--- src/hdl/i2cm_pkg.sv ---
// Types and constants shared by the I2C register-access master modules.
`default_nettype none

package i2cm_pkg;

    localparam int LEN_W     = 5;
    localparam int BYTE_BITS = 8;
    localparam int Q_DEPTH   = 2;
    localparam int Q_PTR_W   = 1;
    localparam int Q_CNT_W   = 2;

    localparam logic [1:0] CMD_TICK  = 2'd0;
    localparam logic [1:0] CMD_LOAD  = 2'd1;
    localparam logic [1:0] CMD_WRITE = 2'd2;
    localparam logic [1:0] CMD_READ  = 2'd3;

    localparam logic [1:0] ST_OK         = 2'd0;
    localparam logic [1:0] ST_START_FAIL = 2'd1;
    localparam logic [1:0] ST_NACK       = 2'd2;

    localparam logic RW_WRITE = 1'b0;
    localparam logic RW_READ  = 1'b1;

    typedef struct packed {
        logic [1:0]       command;
        logic             sda_in;
        logic [6:0]       dev_addr;
        logic [7:0]       reg_addr;
        logic [LEN_W-1:0] length;
        logic [7:0]       data;
    } t_in_item;

    typedef struct packed {
        logic       scl_out;
        logic       sda_out;
        logic [7:0] rx_data;
        logic       rx_valid;
        logic       busy_res;
        logic       done_res;
        logic [1:0] status;
    } t_out_item;

    typedef enum logic [1:0] {
        OP_TICK,
        OP_LOAD,
        OP_WRITE,
        OP_READ
    } t_op;

    typedef struct packed {
        t_op              op;
        logic             sda_in;
        logic [6:0]       dev_addr;
        logic [7:0]       reg_addr;
        logic [LEN_W-1:0] length;
        logic [7:0]       data;
    } t_q_item;

    typedef enum logic [2:0] {
        PH_IDLE,
        PH_START,
        PH_SEND,
        PH_WACK,
        PH_RECV,
        PH_MACK,
        PH_STOP
    } t_phase;

    typedef enum logic [2:0] {
        SG_START1,
        SG_ADDRW,
        SG_REG,
        SG_DATA,
        SG_START2,
        SG_ADDRR
    } t_stage;

    typedef enum logic [2:0] {
        ACT_STEP,
        ACT_SEND,
        ACT_STOP,
        ACT_RECV,
        ACT_RESTART,
        ACT_FAIL,
        ACT_FINISH
    } t_act;

endpackage

`default_nettype wire

--- src/hdl/i2c_master_register_access.sv ---
// Top level of the I2C register-access master: decoder, command queue and bus engine.
// Throughput: one transaction per cycle while the output is not stalled; the bus engine
// retires one queue entry per cycle. The two-entry queue absorbs output stalls, so input
// stall follows only a full queue.
// Reset (synchronous, active low) idles the engine, releases SCL and SDA and empties
// the queue and the write-byte count; buffer contents are not cleared.
`default_nettype none

module i2c_master_register_access #(
    parameter int BUF_DEPTH = 16
) (
    input  logic                i_clk,
    input  logic                i_rst_n,
    input  logic                i_in_valid,
    output logic                o_in_stall,
    input  i2cm_pkg::t_in_item  i_in,
    output logic                o_out_valid,
    input  logic                i_out_stall,
    output i2cm_pkg::t_out_item o_out
);
    import i2cm_pkg::*;

    t_q_item front_item;
    t_q_item q_item;
    logic    q_full;
    logic    q_valid;
    logic    q_pop;

    i2cm_front #(
        .BUF_DEPTH (BUF_DEPTH)
    ) u_front (
        .i_in   (i_in),
        .o_item (front_item)
    );

    i2cm_fifo u_fifo (
        .i_clk   (i_clk),
        .i_rst_n (i_rst_n),
        .i_push  (i_in_valid),
        .i_item  (front_item),
        .o_full  (q_full),
        .o_valid (q_valid),
        .o_item  (q_item),
        .i_pop   (q_pop)
    );

    i2cm_back #(
        .BUF_DEPTH (BUF_DEPTH)
    ) u_back (
        .i_clk       (i_clk),
        .i_rst_n     (i_rst_n),
        .i_q_valid   (q_valid),
        .i_q_item    (q_item),
        .o_q_pop     (q_pop),
        .o_out_valid (o_out_valid),
        .i_out_stall (i_out_stall),
        .o_out       (o_out)
    );

    assign o_in_stall = q_full;

endmodule

`default_nettype wire

--- src/hdl/i2cm_ram.sv ---
// Generic single-port-write, registered-read RAM.
`default_nettype none

module i2cm_ram #(
    parameter int WIDTH = 8,
    parameter int DEPTH = 16,
    localparam int AW = (DEPTH > 1) ? $clog2(DEPTH) : 1
) (
    input  logic             i_clk,
    input  logic             i_we,
    input  logic [AW-1:0]    i_waddr,
    input  logic [WIDTH-1:0] i_wdata,
    input  logic [AW-1:0]    i_raddr,
    output logic [WIDTH-1:0] o_rdata
);

    logic [WIDTH-1:0] r_mem [DEPTH];
    logic [WIDTH-1:0] r_rdata;

    always_ff @(posedge i_clk) begin
        if (i_we) begin
            r_mem[i_waddr] <= i_wdata;
        end
        r_rdata <= r_mem[i_raddr];
    end

    assign o_rdata = r_rdata;

endmodule

`default_nettype wire

--- src/hdl/i2cm_front.sv ---
// Front end: decodes incoming commands into queue entries and clamps write lengths.
`default_nettype none

module i2cm_front #(
    parameter int BUF_DEPTH = 16
) (
    input  i2cm_pkg::t_in_item i_in,
    output i2cm_pkg::t_q_item  o_item
);
    import i2cm_pkg::*;

    always_comb begin
        o_item.sda_in   = i_in.sda_in;
        o_item.dev_addr = i_in.dev_addr;
        o_item.reg_addr = i_in.reg_addr;
        o_item.length   = i_in.length;
        o_item.data     = i_in.data;
        case (i_in.command)
            CMD_TICK:  o_item.op = OP_TICK;
            CMD_LOAD:  o_item.op = OP_LOAD;
            CMD_WRITE: o_item.op = OP_WRITE;
            CMD_READ:  o_item.op = OP_READ;
            default:   o_item.op = OP_TICK;
        endcase
        if ((i_in.command == CMD_WRITE) && (int'(i_in.length) > BUF_DEPTH)) begin
            o_item.length = LEN_W'(BUF_DEPTH);
        end
    end

endmodule

`default_nettype wire

--- src/hdl/i2cm_fifo.sv ---
// Two-entry queue between the command decoder and the bus engine.
`default_nettype none

module i2cm_fifo (
    input  logic              i_clk,
    input  logic              i_rst_n,
    input  logic              i_push,
    input  i2cm_pkg::t_q_item i_item,
    output logic              o_full,
    output logic              o_valid,
    output i2cm_pkg::t_q_item o_item,
    input  logic              i_pop
);
    import i2cm_pkg::*;

    t_q_item              r_slot [Q_DEPTH];
    logic [Q_PTR_W-1:0]   r_wr_ptr;
    logic [Q_PTR_W-1:0]   r_rd_ptr;
    logic [Q_CNT_W-1:0]   r_count;
    logic                 push_ok;
    logic                 pop_ok;

    assign o_full  = (r_count == Q_CNT_W'(Q_DEPTH));
    assign o_valid = (r_count != '0);
    assign o_item  = r_slot[r_rd_ptr];
    assign push_ok = i_push && !o_full;
    assign pop_ok  = i_pop && o_valid;

    always_ff @(posedge i_clk) begin
        if (push_ok) begin
            r_slot[r_wr_ptr] <= i_item;
        end
    end

    always_ff @(posedge i_clk) begin
        if (!i_rst_n) begin
            r_wr_ptr <= '0;
            r_rd_ptr <= '0;
            r_count  <= '0;
        end else begin
            if (push_ok) begin
                r_wr_ptr <= r_wr_ptr + 1'b1;
            end
            if (pop_ok) begin
                r_rd_ptr <= r_rd_ptr + 1'b1;
            end
            case ({push_ok, pop_ok})
                2'b10:   r_count <= r_count + 1'b1;
                2'b01:   r_count <= r_count - 1'b1;
                default: r_count <= r_count;
            endcase
        end
    end

endmodule

`default_nettype wire

--- src/hdl/i2cm_back.sv ---
// Bus engine: runs the I2C phase sequencer one delay period per tick and registers results.
`default_nettype none

module i2cm_back #(
    parameter int BUF_DEPTH = 16
) (
    input  logic                i_clk,
    input  logic                i_rst_n,
    input  logic                i_q_valid,
    input  i2cm_pkg::t_q_item   i_q_item,
    output logic                o_q_pop,
    output logic                o_out_valid,
    input  logic                i_out_stall,
    output i2cm_pkg::t_out_item o_out
);
    import i2cm_pkg::*;

    localparam int AW    = (BUF_DEPTH > 1) ? $clog2(BUF_DEPTH) : 1;
    localparam int CNT_W = $clog2(BUF_DEPTH + 1);

    t_phase           r_phase, n_phase;
    logic [1:0]       r_sub, n_sub;
    t_stage           r_stage, n_stage;
    logic [1:0]       r_pend, n_pend;
    logic [3:0]       r_bit_cnt, n_bit_cnt;
    logic [7:0]       r_shift, n_shift;
    logic [LEN_W-1:0] r_byte_idx, n_byte_idx;
    logic [LEN_W-1:0] r_left, n_left;
    logic [CNT_W-1:0] r_fill, n_fill;
    logic [6:0]       r_taddr, n_taddr;
    logic [7:0]       r_treg, n_treg;
    logic             r_is_read, n_is_read;
    logic             r_scl, n_scl;
    logic             r_sda, n_sda;
    logic             r_out_valid;
    t_out_item        r_out, n_out;

    logic             pop;
    logic             busy;
    logic             sda;
    logic             do_tick;
    logic             do_begin;
    logic             do_load;
    logic [LEN_W-1:0] left_dec;
    logic [LEN_W-1:0] idx_inc;
    logic [3:0]       bc_inc;
    logic             more_now;
    logic             more_next;
    logic [7:0]       addr_w;
    logic [7:0]       addr_r;
    logic [7:0]       shift_in;
    logic [7:0]       rd_data;
    logic [AW-1:0]    rd_addr;

    t_act             act;
    logic [7:0]       act_val;
    t_stage           act_stage;
    logic [1:0]       act_code;
    logic             adv_data;
    logic             rx_val;

    assign pop      = i_q_valid && (!r_out_valid || !i_out_stall);
    assign busy     = (r_phase != PH_IDLE);
    assign sda      = i_q_item.sda_in;
    assign do_tick  = pop && (i_q_item.op == OP_TICK) && busy;
    assign do_begin = pop && ((i_q_item.op == OP_WRITE) || (i_q_item.op == OP_READ)) && !busy;
    assign do_load  = pop && (i_q_item.op == OP_LOAD) && !busy && (int'(r_fill) < BUF_DEPTH);

    assign left_dec  = r_left - 1'b1;
    assign idx_inc   = r_byte_idx + 1'b1;
    assign bc_inc    = r_bit_cnt + 1'b1;
    assign more_now  = (r_left != '0) && (int'(r_byte_idx) < BUF_DEPTH);
    assign more_next = (left_dec != '0) && (int'(idx_inc) < BUF_DEPTH);
    assign addr_w    = {r_taddr, RW_WRITE};
    assign addr_r    = {r_taddr, RW_READ};
    assign shift_in  = {r_shift[6:0], sda};
    assign rd_addr   = (r_stage == SG_DATA) ? AW'(idx_inc) : AW'(r_byte_idx);
    assign o_q_pop   = pop;

    i2cm_ram #(
        .WIDTH (8),
        .DEPTH (BUF_DEPTH)
    ) u_buf (
        .i_clk   (i_clk),
        .i_we    (do_load),
        .i_waddr (AW'(r_fill)),
        .i_wdata (i_q_item.data),
        .i_raddr (rd_addr),
        .o_rdata (rd_data)
    );

    // Decision taken at the end of the current delay period.
    always_comb begin
        act       = ACT_STEP;
        act_val   = rd_data;
        act_stage = SG_DATA;
        act_code  = ST_OK;
        adv_data  = 1'b0;
        case (r_phase)
            PH_START: begin
                if (((r_sub == 2'd0) && !sda) || ((r_sub == 2'd1) && sda)) begin
                    if (r_stage == SG_START1) begin
                        act = ACT_FAIL;
                    end else begin
                        act       = ACT_SEND;
                        act_val   = addr_r;
                        act_stage = SG_ADDRR;
                    end
                end else if (r_sub == 2'd2) begin
                    act = ACT_SEND;
                    if (r_stage == SG_START1) begin
                        act_val   = addr_w;
                        act_stage = SG_ADDRW;
                    end else begin
                        act_val   = addr_r;
                        act_stage = SG_ADDRR;
                    end
                end
            end
            PH_WACK: begin
                if (r_sub == 2'd2) begin
                    case (r_stage)
                        SG_ADDRW: begin
                            if (!sda) begin
                                act       = ACT_SEND;
                                act_val   = r_treg;
                                act_stage = SG_REG;
                            end else begin
                                act      = ACT_STOP;
                                act_code = ST_NACK;
                            end
                        end
                        SG_REG: begin
                            if (r_is_read) begin
                                act = ACT_RESTART;
                            end else if (more_now) begin
                                act = ACT_SEND;
                            end else begin
                                act = ACT_STOP;
                            end
                        end
                        SG_DATA: begin
                            if (sda) begin
                                act      = ACT_STOP;
                                act_code = ST_NACK;
                            end else begin
                                adv_data = 1'b1;
                                act      = more_next ? ACT_SEND : ACT_STOP;
                            end
                        end
                        default: begin
                            act = (r_left != '0) ? ACT_RECV : ACT_STOP;
                        end
                    endcase
                end
            end
            PH_MACK: begin
                if (r_sub == 2'd3) begin
                    act = (left_dec != '0) ? ACT_RECV : ACT_STOP;
                end
            end
            PH_STOP: begin
                if (r_sub == 2'd3) begin
                    act = ACT_FINISH;
                end
            end
            default: begin
                act = ACT_STEP;
            end
        endcase
    end

    // Next state of the phase sequencer.
    always_comb begin
        n_phase = r_phase;
        n_sub   = r_sub;
        n_stage = r_stage;
        if (do_begin) begin
            n_phase = PH_START;
            n_sub   = 2'd0;
            n_stage = SG_START1;
        end else if (do_tick) begin
            case (act)
                ACT_SEND: begin
                    n_phase = PH_SEND;
                    n_sub   = 2'd0;
                    n_stage = act_stage;
                end
                ACT_STOP: begin
                    n_phase = PH_STOP;
                    n_sub   = 2'd0;
                end
                ACT_RECV: begin
                    n_phase = PH_RECV;
                    n_sub   = 2'd0;
                end
                ACT_RESTART: begin
                    n_phase = PH_START;
                    n_sub   = 2'd0;
                    n_stage = SG_START2;
                end
                ACT_FAIL, ACT_FINISH: begin
                    n_phase = PH_IDLE;
                    n_sub   = 2'd0;
                end
                default: begin
                    case (r_phase)
                        PH_SEND: begin
                            if (r_sub == 2'd2) begin
                                n_sub = 2'd0;
                                if (bc_inc == 4'(BYTE_BITS)) begin
                                    n_phase = PH_WACK;
                                end
                            end else begin
                                n_sub = r_sub + 2'd1;
                            end
                        end
                        PH_RECV: begin
                            if (r_sub == 2'd1) begin
                                n_sub = 2'd0;
                                if (bc_inc == 4'(BYTE_BITS)) begin
                                    n_phase = PH_MACK;
                                end
                            end else begin
                                n_sub = 2'd1;
                            end
                        end
                        default: begin
                            n_sub = r_sub + 2'd1;
                        end
                    endcase
                end
            endcase
        end
    end

    // Datapath, bus levels and the result of this transaction.
    always_comb begin
        n_pend     = r_pend;
        n_bit_cnt  = r_bit_cnt;
        n_shift    = r_shift;
        n_byte_idx = r_byte_idx;
        n_left     = r_left;
        n_fill     = r_fill;
        n_taddr    = r_taddr;
        n_treg     = r_treg;
        n_is_read  = r_is_read;
        n_scl      = r_scl;
        n_sda      = r_sda;
        rx_val     = 1'b0;

        if (do_load) begin
            n_fill = r_fill + 1'b1;
        end

        if (do_begin) begin
            n_taddr    = i_q_item.dev_addr;
            n_treg     = i_q_item.reg_addr;
            n_is_read  = (i_q_item.op == OP_READ);
            n_left     = i_q_item.length;
            n_byte_idx = '0;
            n_pend     = ST_OK;
            if (i_q_item.op == OP_WRITE) begin
                n_fill = '0;
            end
        end

        if (do_tick) begin
            case (r_phase)
                PH_START: begin
                    if (r_sub == 2'd0) begin
                        n_sda = 1'b1;
                        n_scl = 1'b1;
                    end else begin
                        n_sda = 1'b0;
                    end
                end
                PH_SEND: begin
                    case (r_sub)
                        2'd0: n_scl = 1'b0;
                        2'd1: begin
                            n_sda   = r_shift[7];
                            n_shift = {r_shift[6:0], 1'b0};
                        end
                        default: begin
                            n_scl     = 1'b1;
                            n_bit_cnt = (bc_inc == 4'(BYTE_BITS)) ? 4'd0 : bc_inc;
                        end
                    endcase
                end
                PH_WACK: begin
                    case (r_sub)
                        2'd0:    n_scl = 1'b0;
                        2'd1:    n_sda = 1'b1;
                        default: n_scl = 1'b1;
                    endcase
                end
                PH_RECV: begin
                    if (r_sub == 2'd0) begin
                        n_sda = 1'b1;
                        n_scl = 1'b0;
                    end else begin
                        n_scl   = 1'b1;
                        n_shift = shift_in;
                        if (bc_inc == 4'(BYTE_BITS)) begin
                            rx_val    = 1'b1;
                            n_bit_cnt = 4'd0;
                        end else begin
                            n_bit_cnt = bc_inc;
                        end
                    end
                end
                PH_MACK: begin
                    case (r_sub)
                        2'd0: n_scl = 1'b0;
                        2'd1: n_sda = (r_left == LEN_W'(1));
                        2'd2: n_scl = 1'b1;
                        default: begin
                            n_scl  = 1'b0;
                            n_left = left_dec;
                        end
                    endcase
                end
                PH_STOP: begin
                    case (r_sub)
                        2'd0:    n_scl = 1'b0;
                        2'd1:    n_sda = 1'b0;
                        2'd2:    n_scl = 1'b1;
                        default: n_sda = 1'b1;
                    endcase
                end
                default: begin
                    n_scl = r_scl;
                end
            endcase

            case (act)
                ACT_SEND: begin
                    n_shift   = act_val;
                    n_bit_cnt = 4'd0;
                end
                ACT_STOP: n_pend = act_code;
                ACT_RECV: begin
                    n_shift   = 8'd0;
                    n_bit_cnt = 4'd0;
                end
                ACT_FAIL: n_pend = ST_START_FAIL;
                default:  n_pend = n_pend;
            endcase

            if (adv_data) begin
                n_byte_idx = idx_inc;
                n_left     = left_dec;
            end
        end

        n_out.scl_out  = n_scl;
        n_out.sda_out  = n_sda;
        n_out.rx_valid = rx_val;
        n_out.rx_data  = rx_val ? shift_in : 8'd0;
        n_out.busy_res = (n_phase != PH_IDLE);
        n_out.done_res = do_tick && ((act == ACT_FINISH) || (act == ACT_FAIL));
        if (!n_out.done_res) begin
            n_out.status = ST_OK;
        end else if (act == ACT_FAIL) begin
            n_out.status = ST_START_FAIL;
        end else begin
            n_out.status = r_pend;
        end
    end

    always_ff @(posedge i_clk) begin
        if (!i_rst_n) begin
            r_phase     <= PH_IDLE;
            r_sub       <= 2'd0;
            r_stage     <= SG_START1;
            r_pend      <= ST_OK;
            r_bit_cnt   <= '0;
            r_shift     <= '0;
            r_byte_idx  <= '0;
            r_left      <= '0;
            r_fill      <= '0;
            r_taddr     <= '0;
            r_treg      <= '0;
            r_is_read   <= 1'b0;
            r_scl       <= 1'b1;
            r_sda       <= 1'b1;
            r_out_valid <= 1'b0;
        end else begin
            r_phase    <= n_phase;
            r_sub      <= n_sub;
            r_stage    <= n_stage;
            r_pend     <= n_pend;
            r_bit_cnt  <= n_bit_cnt;
            r_shift    <= n_shift;
            r_byte_idx <= n_byte_idx;
            r_left     <= n_left;
            r_fill     <= n_fill;
            r_taddr    <= n_taddr;
            r_treg     <= n_treg;
            r_is_read  <= n_is_read;
            r_scl      <= n_scl;
            r_sda      <= n_sda;
            if (pop) begin
                r_out_valid <= 1'b1;
            end else if (!i_out_stall) begin
                r_out_valid <= 1'b0;
            end
        end
    end

    always_ff @(posedge i_clk) begin
        if (pop) begin
            r_out <= n_out;
        end
    end

    assign o_out_valid = r_out_valid;
    assign o_out       = r_out;

endmodule

`default_nettype wire

--- config.mk ---
export PLATFORM = sky130hd
export DESIGN_NAME = i2c_master_register_access
export DESIGN_NICKNAME = d
export VERILOG_FILES = /design/src/hdl/i2cm_pkg.sv /design/src/hdl/i2c_master_register_access.sv /design/src/hdl/i2cm_ram.sv /design/src/hdl/i2cm_front.sv /design/src/hdl/i2cm_fifo.sv /design/src/hdl/i2cm_back.sv
export SDC_FILE = /design/constraint.sdc
export NUM_CORES = 1
export LEC_CHECK = 0
export ABC_AREA = 1
export BUFFER_PORTS_ARGS = -buffer_cell sky130_fd_sc_hd__buf_2
export CORE_MARGIN = 1
export CORE_UTILIZATION = 42
export CTS_CLUSTER_DIAMETER = 120
export DETAILED_ROUTE_END_ITERATION = 12
export GPL_TIMING_DRIVEN = 0
export SYNTH_ARGS = -nofsm -noshare
export SYNTH_HDL_FRONTEND = slang
export SYNTH_SLANG_ARGS = --single-unit
export TNS_END_PERCENT = 5
--- constraint.sdc ---
create_clock -name i_clk -period 2.6 [get_ports i_clk]
set_input_delay 0 -clock i_clk [delete_from_list [all_inputs] [get_ports i_clk]]
set_output_delay 0 -clock i_clk [all_outputs]
set_load 0.02 [all_outputs]
## Word level (Yosys, flattened, before mapping)

Memories as Yosys holds them, arrays and structs flattened. A register that Yosys moved wholly into a read port is not among the register bits.
Cells that the tools add are included.

- Register bits: 75
- Memory bits (writable): 190
- Bits of input ports: 35
- Logic and storage cells: 235
- Memories: 2

Memories:

| name | words | width | rd ports | clocked after memory_dff | wr ports | RTL line | text |
|---|---|---|---|---|---|---|---|
| u_back.u_buf.r_mem | 16 | 8 | 1 | 1 | 1 | i2cm_ram.sv:17 | `logic [WIDTH-1:0] r_mem [DEPTH];` |
| u_fifo.r_slot | 2 | 31 | 1 | 1 | 1 | i2cm_fifo.sv:16 | `t_q_item r_slot [Q_DEPTH];` |

- $add $sub $neg: 9
- $lt $le $gt $ge: 4
- Equal/unequal tests: 34
- Muxes and demuxes: 107
- Bitwise operators: 2
- Reductions and logical operators: 51

Operator list:

| kind | count |
|---|---|
| 8-bit two-way mux | 8 |
| 5-bit two-way mux | 12 |
| 3-bit two-way mux | 19 |
| 8-bit one-hot mux with 2 select lines | 3 |
| 1-bit two-way mux | 32 |
| 2-bit two-way mux | 11 |
| 4-bit two-way mux | 5 |
| 3-bit by 2-bit == test with 1-bit output, second input constant | 6 |
| 3-bit == test, second input constant | 6 |
| 3-bit one-hot mux with 2 select lines | 3 |
| 2-bit == test, second input constant | 8 |
| 1-bit logical AND | 16 |
| 2-bit OR reduction | 8 |
| 5-bit < comparator, second input constant | 3 |
| 3-bit one-hot mux with 5 select lines | 1 |
| 2-bit one-hot mux with 2 select lines | 3 |
| 3-bit one-hot mux with 4 select lines | 1 |
| 5-bit by 1-bit adder with 5-bit output, second input constant | 2 |
| 5-bit nonzero test | 2 |
| 3-bit by 1-bit == test with 1-bit output, second input constant | 3 |
| 3-bit one-hot mux with 3 select lines | 1 |
| 3-bit nonzero test | 3 |
| 2-bit by 1-bit == test with 1-bit output, second input constant | 4 |
| 1-bit one-hot mux with 2 select lines | 4 |
| other kinds (27) | 43 |

## Depth between registers and ports, before layout

Gate-level depths: netlist of run 1.

- Word-level depth: 14
- Depth in mapped cells: 17

## Cells and area by module

From an unflattened synthesis of run 1, not the netlist that was laid out.

- Cell total of the unflattened synthesis: 1299
- Area total of the unflattened synthesis: 12560.8 µm²

Modules (own cells, without submodules):

| module | instances | cells an instance | area an instance (µm²) | seq. area each (µm²) |
|---|---|---|---|---|
| i2cm_ram | 1 | 551 | 5770.5 | 4003.8 |
| i2cm_back | 1 | 572 | 4040.1 | 1571.5 |
| i2cm_fifo | 1 | 134 | 2492.4 | 1961.9 |
| i2cm_front | 1 | 42 | 257.7 | 0.0 |

## Worst setup path after synthesis of run 1

Ideal clock, no wire load.

- Path type: flip-flop to flip-flop
- From: register u_fifo.r_count[0]
- To: memory u_fifo.r_slot[0][0] (netlist name) (enable)
- Data arrival time: 1927 ps
- Path slack: 254 ps
- Cell stages (with the launch flop): 3
- Buffers on the path: 0
- Period minus slack after synthesis: 2346 ps
- Cell sequence: dfxtp_1 o21ai_0 nor2_1

- Word-level cells in the longest chain between the ends: 5

Ends and longest elaborated chain:

| element | RTL line | text |
|---|---|---|
| from (decl) | i2cm_fifo.sv:19 | `logic [Q_CNT_W-1:0] r_count;` |
| from (signal assigned) | i2cm_fifo.sv:48 | `2'b10: r_count <= r_count + 1'b1;` |
| from (signal assigned) | i2cm_fifo.sv:49 | `2'b01: r_count <= r_count - 1'b1;` |
| from (signal assigned) | i2cm_fifo.sv:50 | `default: r_count <= r_count;` |
| 2-bit == test | i2cm_fifo.sv:23 | `assign o_full = (r_count == Q_CNT_W'(Q_DEPTH));` |
| 1-bit zero test | i2cm_fifo.sv:26 | `assign push_ok = i_push && !o_full;` |
| 1-bit logical AND | i2cm_fifo.sv:26 |  |
| 1-bit two-way mux | i2cm_fifo.sv:30 | `if (push_ok) begin` |
| 1-bit two-way mux (implied by the code) | i2cm_fifo.sv:31 | `r_slot[r_wr_ptr] <= i_item;` |
| to (decl) | i2cm_fifo.sv:16 |  |

Every way passes these cells.

==> qor.txt, run 1 <==
Status: finished, final reports clean
Final clock period utilization by the worst path: 95.9%
Final Worst Setup Slack: 106 ps
Fraction of layout cells with a size suffix above 1: 13.3%
Synthesized flop and latch total: 274
HP Start: i_in_valid
Endpoint class of the critical path: register
H-tree levels: 1
Synthesis-to-layout area growth: 18.9%
Post-route minimum period: 2490 ps
Warnings, synthesis: 0
Hold Crit Class: input pin to register
RSZ-0062 raised after global routing: true
Total Routing Usage GR: 20.3%
Design Area, Final: 0.0138 mm2
Hold Slack: 75.6 ps
Drt first pass iters: 7
Syn nets: 1159
Drt via density: 5.40
Power Total: 0.0122 W
Die ar.: 0.0282 mm2
Critical path startpoint: u_back.r_phase[1]
I/O Buffers: 50
Seq pwr share: 46.5%
Die X: 168 um
Worst setup SP type: register
Max Fanout on Critical Path: 10
Mapped Cells: 1108
Post-synth top flop: edfxtp_1
Remaining DRCs: 0
Post-synth top area share: 53.1%
Slew headroom: 36.6%
Sequential-to-total area share from yosys stat: 65.1%
Yosys top cell by area: edfxtp_1
Max Clock Freq: 0.401 GHz
Fin Setup TNS: 0 ps
WL final: 28200 um
Most frequent cells in the layout: edfxtp_1, nand2_1, o21ai_0
Largest net degree at the start of global routing: 32
WL per Instance: 17.8 um
WP buf/inv: 2
Initial antenna violation count: 0
Slew @ Worst Pin: 941 ps
Skew-Pair Late Insertion Delay: 540 ps
Max-cap violations: 0
Inserted Diodes: 0
Clock power frac: 34.5%
Worst vdd ir: 0.000598 V
Post-synth cell types: 44
Asr flop ratio synth: 0%
EDFF count, synth: 205
CTS buffer count: 29
Switching Fraction: 29.3%
Commonest non-fill, non-tap cell in the layout: edfxtp_1
Clock sinks: 274
CTS tree: done
Internal: 0.00861 W
Slew Viols, Final: 0
Nets: 1277
Vias in the first global route: 8238
Vias post-DR: 8577
Die height: 168 um
Number of hold violations in the final report: 0
Ports: 52
Synth top area cells: edfxtp_1, dfxtp_1, nand2_1
Reg clk slew, reported paths: 60 ps
Switching pwr: 0.00357 W
DR iter-0 viols: 881
Post-placement cell area: 0.0123 mm2
Comb power frac: 19.0%
Fill cell count: 2469
GP Congestion: 0.885
Crit path max-delay family: simple AND/OR/NAND/NOR gates
First-pass GRT wire length: 44500 um
CP cell instances: inv_1 > nand2_1 > nor2_2 > clkinvlp_4 > nor2_4 > nor2_4 > nand4_1 > nand2_1 > a21oi_1 > nand3_1
Critical path's largest stage delay: 400 ps
Gr ovfl total: 0
CP max stage cell: nor2_2
Critical path class: register to register
Avg Cell Area, Syn: 10.5 um2
P_leak: 5.10 nW
Rows: 60
Data arrival, critical path: 2760 ps
Power Dens Cells: 885 mW/mm2
Clock Tree Root: clkbuf_16
Reg2reg start: u_back.r_phase[1]
Clk_skew: 10.6 ps
Post-DP HPWL: 19000 um
Placement Setup Slack: -469 ps
Clock Path Buffers: 3
Core area: 0.0270 mm2
Final ANT Viol Nets: 0
Synthesized cell area: 0.0116 mm2
Critical Path RT: 2870 ps
Starting Density: 42.9%
Final setup fails: 0
## registers in the layout, indices dropped and copies added, names as in the netlist, 4 cells and up, named ones only
register / count
u_back.u_buf.r_mem: 128
u_fifo.r_slot: 62
u_back.o_out: 15
u_back.r_shift: 8
u_back.r_treg: 8
u_back.u_buf.o_rdata: 8
u_back.r_taddr: 7
u_back.r_byte_idx: 5
u_back.r_fill: 5
u_back.r_left: 5
u_back.r_bit_cnt: 4
## Yosys cell counts, types with 2 or more instances
cell,instances
o211ai_1,13
edfxtp_1,205
nand4_1,7
clkinv_1,4
nor3_1,5
a21oi_1,47
nand3_1,54
nor2_1,145
clkbuf_1,36
nor2_4,3
dfxtp_1,69
o21ai_1,6
a211oi_1,5
a31oi_1,20
nand2_1,185
inv_2,5
buf_2,6
inv_1,78
buf_4,2
o221ai_1,21
o22ai_1,14
a21oi_2,2
o21ai_0,133
ha_1,16
xor2_1,7
nor2_2,2
## final cells by class
| cell class | count | area (um2) | share of cell area [%] |
|---|---|---|---|
| plain buffers | 44 | 201 | 1.46 |
| clock buffers | 35 | 758 | 5.51 |
| clock inverters | 18 | 216 | 1.57 |
| inverters | 87 | 332 | 2.41 |
| multi-input cells | 703 | 3670 | 26.7 |
| flip-flops and latches | 274 | 7540 | 54.8 |
| well taps | 341 | 427 | 3.10 |
| repair buffers | 87 | 618 | 4.49 |
## timing repair
action / 4_1_cts / 5_1_grt
setup buffers: 1 / 0
endpoints found under the hold margin: 66 / 0
gates cloned: 0 / 0
endpoints found under the setup margin: 133 / 164
resized for setup: 25 / 42
hold buffers: 36 / 0
## power groups by stage
stage	clock network [W]	logic [W]	registers, W
5_1_grt	0.00444	0.00258	0.00571
4_1_cts	0.00427	0.00228	0.00566
2_1_floorplan	0	0.00139	0.00578
3_5_place_dp	0	0.00222	0.00575
6_report	0.00421	0.00231	0.00567
3_3_place_gp	0	0.00219	0.00575
## per-stage QoR
| stage | utilization, % | cells |
|---|---|---|
| floorplan | - | 1108 |
| global placement | 45.4 | 1499 |
| detailed placement | 45.4 | 1499 |
| CTS | 50.5 | 1589 |
| global route | 50.9 | 1589 |
| finish | 50.9 | 1589 |
## layer usage
layer | share of wire [%] | vias to the layer above | routed length, um | GRT usage, %
met3 | 7.3 | 49 | 2050 | 2.84
met2 | 45 | 295 | 12700 | 31.9
li1 | - | 4147 | - | -
met4 | 2.3 | 0 | 658 | 5.61
met1 | 46 | 4086 | 12800 | 29.5
met5 | 0 | - | 0 | 0
## worst reg2reg max path, stage by stage (launching register included)
cell and delay (ps):
dfxtp_1 350, inv_1 120, nand2_1 110, nor2_2 400, clkinvlp_4 390, nor2_4 250, nor2_4 80, nand4_1 120
nand2_1 80, a21oi_1 200, nand3_1 130
## cell families (layout without fill, tap and decap cells)
| kind of cell | Yosys count | in the layout | share of synthesized area (%) |
|---|---|---|---|
| flops | 274 | 274 | 65.1 |
| fa+ha+maj | 16 | 16 | 1.73 |
| compound gates | 267 | 267 | 13.3 |
| mux | 1 | 1 | 0.0864 |
| simple gates | 411 | 411 | 14.8 |
| buf+inv | 131 | 271 | 4.38 |
| xor+xnor | 8 | 8 | 0.605 |
## final timing paths
check        slack (ps)         endpoint  cells past startpoint
max                 110  u_back.o_out[3]                     10
min                  80  u_fifo.r_wr_ptr                      3
max reg2reg         110  u_back.o_out[3]                     10
min reg2reg         460         register                      1
No activity file was read; power rests on OpenSTA's default activity.
==> inputs of run 2 (changes only) <==
Settings changed: CELL_PAD_IN_SITES_DETAIL_PLACEMENT from default to 0, CELL_PAD_IN_SITES_GLOBAL_PLACEMENT from default to 1, PLACE_DENSITY_LB_ADDON from default to 0.1.
==> run 2 against run 1 <==
  * Sequential power barely moved
  * Clock-buffer cell count did not move
  * Clock skew rose by 8.5 ps
  * Critical path depth fell by 3
  * Die area did not move
  * Hold slack got worse by 19 ps
  * Largest power group unchanged
  * Global-route usage rose by 0.99 points
  * Cell area rose by 0.68%
  * Worst setup slack got worse by 41 ps
  * Via count fell by 1.4%
  * First-iteration DRC count fell by 23%
  * Sequential share of layout area fell by 0.36 points
  * Critical path type unchanged
==> qor.txt, run 2 (synthesized netlist as in run 1, its figures left out) <==
Clock sinks: 274 (unchanged)
Slew @ Worst Pin: 955 ps (was 941 ps)
Initial antenna violation count: 0 (unchanged)
Max FFs per register: 128 (unchanged)
Clock Path Buffers: 3 (unchanged)
Vias in the first global route: 8163 (was 8238)
Endpoint class of the critical path: register (unchanged)
RSZ-0062 raised after global routing: true (unchanged)
Status: finished, final reports clean (unchanged)
Fill cell count: 2451 (was 2469)
CTS buffer count: 30 (was 29)
Drt via density: 5.30 (was 5.40)
Largest net degree at the start of global routing: 32 (unchanged)
Clock Tree Root: clkbuf_16 (unchanged)
GP Congestion: 0.842 (was 0.885)
Largest Register: u_back.u_buf.r_mem (unchanged)
CP max stage cell: nor2_2 (unchanged)
Vias post-DR: 8459 (was 8577)
Hold Slack: 56.4 ps (was 75.6 ps)
Final clock period utilization by the worst path: 97.5% (was 95.9%)
Power Dens Cells: 894 mW/mm2 (was 885 mW/mm2)
Die X: 168 um (unchanged)
Slew Viols, Final: 0 (unchanged)
Commonest non-fill, non-tap cell in the layout: edfxtp_1 (unchanged)
P_leak: 5.15 nW (was 5.10 nW)
Rows: 60 (unchanged)
Starting Density: 42.9% (unchanged)
Most frequent cells in the layout: edfxtp_1, nand2_1, o21ai_0 (unchanged)
Inserted Diodes: 0 (unchanged)
Fraction of layout cells with a size suffix above 1: 14.3% (was 13.3%)
Number of hold violations in the final report: 0 (unchanged)
Die ar.: 0.0282 mm2 (unchanged)
Core area: 0.0270 mm2 (unchanged)
Critical path class: register to register (unchanged)
Synthesis-to-layout area growth: 19.7% (was 18.9%)
Skew-Pair Late Insertion Delay: 570 ps (was 540 ps)
Total Routing Usage GR: 21.3% (was 20.3%)
DR iter-0 viols: 681 (was 881)
Max Fanout on Critical Path: 8 (was 10)
H-tree levels: 1 (unchanged)
Post-layout util: 51.3% (was 50.9%)
Drt first pass iters: 5 (was 7)
Worst setup SP type: register (unchanged)
I/O Buffers: 50 (unchanged)
Clk_skew: 19.1 ps (was 10.6 ps)
CTS tree: done (unchanged)
CP most frequent cell: inv_1
First-pass GRT wire length: 45900 um (was 44500 um)
Post-route minimum period: 2530 ps (was 2490 ps)
Final setup fails: 0 (unchanged)
CP cell instances: nor2_1 > inv_1 > nor3_2 > nand3_1 > inv_1 > nand2_1 > nor2_2 (was inv_1 > nand2_1 > nor2_2 > clkinvlp_4 > nor2_4 > nor2_4 > nand4_1 > nand2_1 > a21oi_1 > nand3_1)
Remaining DRCs: 0 (unchanged)
Critical path's largest stage delay: 480 ps (was 400 ps)
Nets: 1281 (was 1277)
Hold Crit Class: input pin to register (unchanged)
Post-DP HPWL: 20200 um (was 19000 um)
Max Clock Freq: 0.395 GHz (was 0.401 GHz)
Worst vdd ir: 0.000547 V (was 0.000598 V)
Final ANT Viol Nets: 0 (unchanged)
Gr ovfl total: 0 (unchanged)
WL final: 29900 um (was 28200 um)
WL per Instance: 18.8 um (was 17.8 um)
Placement Setup Slack: -599 ps (was -469 ps)
Final Worst Setup Slack: 65.7 ps (was 106 ps)
Max-cap violations: 0 (unchanged)
Data arrival, critical path: 2740 ps (was 2760 ps)
Reg clk slew, reported paths: 60 ps (about the same)
Die height: 168 um (unchanged)
Critical Path RT: 2810 ps (was 2870 ps)
Slew headroom: 35.6% (was 36.6%)
Ports: 52 (unchanged)
-- run 2: cell count changes in the layout (fill, tap and decap cells not counted), sizes merged --
cell,before,now
buf,59,64
clkinv,12,18
bufinv,5,4
clkinvlp,4,3
inv,84,83
dlygate4sd3,36,35
clkbuf,71,70
-- run 2: worst max-delay path, delay by kind of cell, from the launching register on --
kind / cells / cell delay (ps)
and+or+nand+nor: 5 / 1520
buffers and inverters: 2 / 310
DFF: 1 / 350
-- run 2: through the flow --
stage	TNS [ps]	instances	area (um2)	power, W
2_1_floorplan	0	1108	11600	0.00717
3_3_place_gp	-83800	1499	12300	0.00800
3_5_place_dp	-53020	1499	12300	0.00802
4_1_cts	0	1591	13700	0.0124
5_1_grt	-3450	1595	13900	0.0130
6_report	0	1595	13900	0.0124
-- run 2: path summary, 6_finish.rpt --
| path | from | end | slack (ps) | cells after the start |
|---|---|---|---|---|
| setup / recovery | u_back.r_phase[1] | u_back.u_buf.r_mem[9][1] | 70 | 7 |
| hold reg to reg | u_fifo.r_rd_ptr | u_fifo.r_rd_ptr | 460 | 1 |
| setup reg to reg | u_back.r_phase[1] | u_back.u_buf.r_mem[9][1] | 70 | 7 |
| hold / removal | i_in_valid | u_fifo.r_wr_ptr | 60 | 3 |
-- run 2: power by group --
group / total (W) / internal, W / switching, W / leakage, nW
Combinational: 0.00236 / 0.000614 / 0.00175 / 2.22
Sequential: 0.00568 / 0.00545 / 0.000221 / 2.44
Clock: 0.00436 / 0.00258 / 0.00178 / 0.497
Total: 0.0124 / 0.00865 / 0.00375 / 5.15
-- run 2: timing repair --
action	4_1_cts	5_1_grt
setup buffers	1	4
gates resized for setup	35	34
setup endpoints to repair	157	128
pin swaps	0	3
endpoints found under the hold margin	66	0
hold buffers	35	0
-- run 2: layer usage --
metal / vias up / routed length, um / GRT usage, %
met2: 258 / 13500 / 33.4
met1: 4004 / 14300 / 31.2
met4: 0 / 438 / 4.27
met5: - / 0 / 0
met3: 31 / 1710 / 3.46
li1: 4166 / - / -
-- run 2: final cells by class --
cell class                      count  area [um2]  share of cell area [%]
Buffer                             44         203                    1.46
Tap cell                          341         427                    3.08
Multi-Input combinational cell    703        3690                    26.6
Inverter                           87         332                    2.39
Clock buffer                       35         790                    5.70
Timing Repair Buffer               90         638                    4.60
Clock inverter                     21         239                    1.72
Sequential cell                   274        7540                    54.4
